`src/sv/hdt_pkg.sv`:
```
// Shared types, constants and helpers for the haptic dial torque block.
package hdt_pkg;

    localparam int DATA_W    = 32;
    localparam int FRAC_BITS = 16;
    localparam int CFG_IDX_W = 3;
    localparam int CFG_W     = 64;
    localparam int TERM_W    = 51;
    localparam int ACC_W     = 37;
    localparam int DIV_W     = 34;
    localparam int DIV_CYCLES = DIV_W / 2;
    localparam int DCNT_W    = $clog2(DIV_CYCLES);

    // Register indexes on the configuration port
    localparam logic [CFG_IDX_W-1:0] CFG_MODE   = 3'd0;
    localparam logic [CFG_IDX_W-1:0] CFG_DETENT = 3'd1;
    localparam logic [CFG_IDX_W-1:0] CFG_TLIM   = 3'd2;
    localparam logic [CFG_IDX_W-1:0] CFG_TARGET = 3'd3;
    localparam logic [CFG_IDX_W-1:0] CFG_TGAIN  = 3'd4;
    localparam logic [CFG_IDX_W-1:0] CFG_BANGLE = 3'd5;
    localparam logic [CFG_IDX_W-1:0] CFG_BGAIN  = 3'd6;
    localparam logic [CFG_IDX_W-1:0] CFG_PULSE  = 3'd7;

    typedef enum logic [3:0] {
        S_IDLE, S_DIV, S_QD, S_DERR, S_DMUL, S_DACC,
        S_TPMUL, S_TDMUL, S_TACC, S_BMUL, S_BACC, S_FIN
    } t_state;

    typedef enum logic [2:0] {
        MS_QD, MS_DET, MS_TP, MS_TD, MS_BND
    } t_mul_sel;

    typedef struct packed {
        logic     load;
        logic     div_step;
        logic     mul_en;
        t_mul_sel mul_sel;
        logic     derr;
        logic     acc_det;
        logic     tp_hold;
        logic     acc_trk;
        logic     acc_bnd;
        logic     finish;
    } t_dp_cmd;

    typedef struct packed {
        logic det_go;
        logic trk_en;
        logic bnd_en;
        logic div_last;
        logic out_free;
    } t_dp_status;

    // Clamp a signed term to plus or minus an unsigned limit
    function automatic logic signed [TERM_W-1:0] clamp_sym(
        input logic signed [TERM_W-1:0] t,
        input logic [DATA_W-1:0]        lim
    );
        logic signed [TERM_W-1:0] l;
        l = $signed({{(TERM_W-DATA_W){1'b0}}, lim});
        if (t > l) begin
            return l;
        end
        if (t < -l) begin
            return -l;
        end
        return t;
    endfunction

endpackage

```
`src/sv/hdt_ctrl.sv`:
```
// Sequencer that steps the datapath through the torque terms of one item.
module hdt_ctrl (
    input  logic                i_clk,
    input  logic                i_rst_n,
    input  logic                i_in_valid,
    output logic                o_in_ready,
    input  hdt_pkg::t_dp_status i_status,
    output hdt_pkg::t_dp_cmd    o_cmd
);
    import hdt_pkg::*;

    t_state r_state, n_state;
    t_state after_det, after_trk;

    // Pick the next enabled term
    always_comb begin
        after_trk = i_status.bnd_en ? S_BMUL : S_FIN;
        after_det = i_status.trk_en ? S_TPMUL : after_trk;
    end

    // Next state
    always_comb begin
        n_state = r_state;
        unique case (r_state)
            S_IDLE:  if (i_in_valid) begin
                n_state = i_status.det_go ? S_DIV : after_det;
            end
            S_DIV:   if (i_status.div_last) begin
                n_state = S_QD;
            end
            S_QD:    n_state = S_DERR;
            S_DERR:  n_state = S_DMUL;
            S_DMUL:  n_state = S_DACC;
            S_DACC:  n_state = after_det;
            S_TPMUL: n_state = S_TDMUL;
            S_TDMUL: n_state = S_TACC;
            S_TACC:  n_state = after_trk;
            S_BMUL:  n_state = S_BACC;
            S_BACC:  n_state = S_FIN;
            S_FIN:   if (i_status.out_free) begin
                n_state = S_IDLE;
            end
            default: n_state = S_IDLE;
        endcase
    end

    // Commands
    always_comb begin
        o_cmd = '0;
        o_cmd.mul_sel = MS_QD;
        o_in_ready = 1'b0;
        unique case (r_state)
            S_IDLE: begin
                o_in_ready = 1'b1;
                o_cmd.load = i_in_valid;
            end
            S_DIV:   o_cmd.div_step = 1'b1;
            S_QD: begin
                o_cmd.mul_en  = 1'b1;
                o_cmd.mul_sel = MS_QD;
            end
            S_DERR:  o_cmd.derr = 1'b1;
            S_DMUL: begin
                o_cmd.mul_en  = 1'b1;
                o_cmd.mul_sel = MS_DET;
            end
            S_DACC:  o_cmd.acc_det = 1'b1;
            S_TPMUL: begin
                o_cmd.mul_en  = 1'b1;
                o_cmd.mul_sel = MS_TP;
            end
            S_TDMUL: begin
                o_cmd.mul_en  = 1'b1;
                o_cmd.mul_sel = MS_TD;
                o_cmd.tp_hold = 1'b1;
            end
            S_TACC:  o_cmd.acc_trk = 1'b1;
            S_BMUL: begin
                o_cmd.mul_en  = 1'b1;
                o_cmd.mul_sel = MS_BND;
            end
            S_BACC:  o_cmd.acc_bnd = 1'b1;
            S_FIN:   o_cmd.finish = i_status.out_free;
            default: o_cmd = '0;
        endcase
    end

    // State register
    always_ff @(posedge i_clk) begin
        if (!i_rst_n) begin
            r_state <= S_IDLE;
        end else begin
            r_state <= n_state;
        end
    end

endmodule

```
`config.mk`:
```
export PLATFORM = sky130hd
export DESIGN_NAME = hdt_ctrl
export DESIGN_NICKNAME = d
export VERILOG_FILES = /design/src/sv/hdt_pkg.sv /design/src/sv/hdt_ctrl.sv
export SDC_FILE = /design/constraint.sdc
export NUM_CORES = 1
export LEC_CHECK = 0
export ABC_AREA = 1
export BUFFER_PORTS_ARGS = -buffer_cell sky130_fd_sc_hd__buf_2
export CAP_MARGIN = 0
export CORE_AREA = 5 5 42 44
export DETAILED_ROUTE_END_ITERATION = 10
export DIE_AREA = 0 0 47 49
export GPL_TIMING_DRIVEN = 0
export PLACE_DENSITY = 0.66
export SLEW_MARGIN = 20
export SYNTH_ARGS = -nofsm -noshare
export SYNTH_HDL_FRONTEND = slang
export SYNTH_SLANG_ARGS = --single-unit
```
`constraint.sdc`:
```
create_clock -name i_clk -period 1.4 [get_ports i_clk]
set_input_delay 0.28 -clock i_clk [delete_from_list [all_inputs] [get_ports i_clk]]
set_output_delay 0.28 -clock i_clk [all_outputs]
set_load 0.02 [all_outputs]
```
# Word-level counts from Yosys, hierarchy flattened
# Index checks and enable logic that the tools add are counted.
# totals
register_bits,4
inputBits,8
word_cells,34
# classes
eq_ne,14
mux,17
reduce_logical,2
# ops
cell,n
case mux 4 bit (12 select lines),1
2-to-1 mux 4 bit,5
case mux 4 bit (5 select lines),1
"equality test 4 x 3 -> 1 bit, second input constant",4
"equality test 4 bit, second input constant",4
2-to-1 mux 1 bit,9
"equality test 4 x 2 -> 1 bit, second input constant",2
"!= test 2 bit, second input constant",3
"equality test 4 x 1 -> 1 bit, second input constant",1
zero test 4 bit,1
AND reduction 3 bit,1
2-to-1 mux 2 bit,1

# Depth between registers and ports, before layout
# depth
depth_word,5
mapped_depth,9

# Least setup slack after synthesis
# No wires, ideal clock.
# synth_timing
path_kind,register to output
startpoint,register r_state[3]
endpoint,output port o_cmd[9] (netlist name)
arrival_ns,1.215
required_time_ns,1.120
setup_slack_ns,-0.095
path_stages_with_launch,7
path_buffers,0
path_cell_list,dfxtp_1 -> inv_1 -> nor2_1 -> inv_1 -> nor2_1 -> nor2_1 -> nand3_1
# synth_rtl
element,line,rtl
"start, declared",hdt_ctrl.sv:12,"t_state r_state, n_state;"
"start signal, assigned",hdt_ctrl.sv:93,r_state <= n_state;
"end, declared",hdt_ctrl.sv:8,output hdt_pkg::t_dp_cmd o_cmd

==> results.yml <==
status:
  status: "finished, violations left"
  violations: "negative setup slack"
synthesis:
  synth_xor_area_share_pct: 0
  synthSimpleGateAreaFrac_pct: 55.84
  synthAdderAreaFrac_pct: 0
  synth_top_family_by_area: "simple AND/OR/NAND/NOR gates"
  synth_cells: 79
  syn-mean-instance-area_um2: 5.021
  synthMuxAreaShare_pct: 0
  synth-warning-count: 0
  ys_seq_area_share_pct: 20.19
  syn_area_um2: 396.6
  synth-seq-cells: 4
  netlist-cell-type-count: 13
  synth.net_count: 87
  synth_compound_area_share_pct: 8.833
floorplan:
  ioPinCount: 21
  die_height_um: 49
  die_area_um2: 2303
  start_util_pct: 28.30
  core-area_um2: 1401
  die_width_um: 47
  rows: 14
detailed_routing:
  routed_wl_um: 1290
  drt_pass1_iterations: 2
  vias: 561
  drtAntennaViolNets: 0
  routed_via_density: 4.636
  drt_iter0_drc: 8
  drc: 0
  post_drt_wl_per_cell_um: 10.66
critical_path:
  r2r-end: "r_state[0]$_SDFFE_PN0P_"
  arrival_ns: 1.18
  crit_path_end_kind: "output pin"
  rr_worst_depth: 8
  crit_family: "flip-flops"
  reg2reg_from: "r_state[3]$_SDFFE_PN0P_"
  path_cells: "inv_4 > nor2_4 > inv_2 > nor3_1 > buf_2"
  slowest_delay_ns: 0.37
  path_max_fanout: 3
  crit_type: "flop to output pin"
  critPathRequiredTime_ns: 1.12
  critPathBufInv: 3
  cp_slowest_cell: "dfxtp_4"
  critPathLaunchType: "flop"
  crit_start: "r_state[3]$_SDFFE_PN0P_"
  reg2reg_slack_ns: 0.12
finish:
  nets: 115
  largest_register_ffs: 4
  drive_gt1_share_pct: 50.48
  fill_cells: 150
  regMostFlops: "r_state"
  utilization_pct: 48.13
  final_cells: 121
  multi_input_area_um2: 329.1
  diodes: 0
  seq_area_um2: 95.09
  final_area_um2: 674.4
  reg_top3: "r_state x4"
  synthToLayoutAreaGrowth_pct: 70.03
clock_tree:
  cts_sinks: 4
  cts.path.max_buffers: 2
  cts_root_buf: "clkbuf_4"
  numCtsBuffers: 3
  cts_tree: "done"
  path_clk_slew_ns: 0.04
  h-tree-depth: 1
  insertion_delay_ns: 0.24
timing:
  setup_slack_ns: -0.06311
  slew_violations: 0
  finalCritPeriodShare_pct: 104.5
  slew_headroom_pct: 87.04
  rsz0062_at_grt: "true"
  fmax_mhz: 683.5
  skew_ns: 0.003228
  tightest_slew_ns: 0.1924
  hold_viol: 0
  fin_crit_ns: 1.463
  setup_violations: 2
  fin_hold_ws_ns: 0.3100
  tns_ns: -0.1236
hold_path:
  hold_path_end: "r_state[2]$_SDFFE_PN0P_"
  worstHoldStart: "i_rst_n"
  whs_path_depth: 3
  hp-class: "input pin to flop"
pwr:
  pwr_density_cell_nw_per_um2: 2066
  combPwrFrac_pct: 69.9
  peakVddDrop_mv: 0.8013
  power_switching_w: 0.0007328
  internal_power_w: 0.0006607
  power_frac_seq_pct: 19.9
  pwr-share-clk_pct: 10.2
  power.leakage_nw: 0.3687
  switching_share_pct: 52.58
global_routing:
  grt_use_total_pct: 12.89
  grt_overflow: 0
  grt_max_degree: 7
  antenna_found_initial: 0
  grt_pass1_vias: 556
  grt_pass1_wl_um: 2214
placement:
  hpwl_um: 902.6
  gp_congestion: 0.7253
  dp.cells: 115
  placed_area_um2: 521.8
  io_buffers: 20
job:
  maxCapViolations: 0
==> cell usage after synthesis <==
library cell / number / area, µm²
inv_1: 15 / 56.30
nor3_1: 3 / 15.01
nor2_2: 1 / 6.260
nor2_4: 1 / 11.26
dfxtp_1: 4 / 80.08
nand3b_1: 1 / 7.510
a21oi_1: 5 / 25.02
nand2_1: 25 / 93.84
nand4_1: 1 / 6.260
nor2_1: 15 / 56.30
o21ai_0: 2 / 10.01
nand3_1: 5 / 25.02
inv_2: 1 / 3.750
==> worst min-delay path, stage by stage <==
cell,delay [ns]
buf_2,0.07
inv_1,0.05
nor2_1,0.10
==> worst max-delay path by stage <==
stage                to  slack, ns  cells after the start
5_1_grt        o_cmd[9]      -0.13                      7
3_5_place_dp   o_cmd[9]     0.0009                      7
3_3_place_gp   o_cmd[9]     -0.007                      7
4_1_cts        o_cmd[9]      -0.05                      7
6_report       o_cmd[0]      -0.06                      5
2_1_floorplan  o_cmd[0]      0.008                      4
==> metal layers <==
metal / vias to the layer above / global-route usage, % / part of all wire (%)
li1: 294 / - / -
met1: 255 / 14.07 / 37
met2: 8 / 20.81 / 58
met3: 4 / 2.583 / 2.2
met4: 0 / 9.217 / 2.8
met5: - / 0 / 0
==> cell usage in the layout (no fill, tap or decap), drive strengths merged <==
cell type,instances
dfxtp,4
inv,16
nand3b,1
clkbuf,3
a21oi,5
nand2,25
nor3,3
o21ai,2
nor2,17
nand4,1
nand3,5
buf,23
==> stage by stage <==
step                 power, W  setup slack (ns)
floorplan           0.0007573          0.007994
global placement    0.0009527         -0.006758
detailed placement  0.0009531         0.0009316
CTS                  0.001218          -0.04960
global route         0.001531           -0.1275
finish               0.001394          -0.06311
==> layout make-up <==
cell class / count / area share, %
multi-input cells: 59 / 48.79
repair buffers: 23 / 21.52
flip-flops and latches: 4 / 14.10
inverters: 16 / 9.276
clock buffers: 3 / 3.340
well taps: 16 / 2.968
==> kinds of logic (layout without fill, tap and decap cells) <==
kind of cell,Yosys count,after routing
and+or+nand+nor,52,52
buffers and inverters,16,42
AOI/OAI and AO/OA,7,7
DFF,4,4
==> repair_timing <==
item | in CTS | in global routing
endpoints found under the setup margin | 11 | 15
buffers inserted | 1 | 2
hold buffers | 0 | 0
gates resized for setup | 20 | 22
cloned | 0 | 0
pin swaps | 1 | 6
==> power by group through the flow <==
stage,Clock (W),Combinational [W],Sequential (W)
floorplan,0,0.000557,0.000200
global placement,0,0.000744,0.000208
detailed placement,0,0.000744,0.000209
CTS,0.000154,0.000820,0.000244
global route,0.000160,0.00109,0.000281
finish,0.000143,0.000974,0.000277
Power figures use the tool's default switching activity.
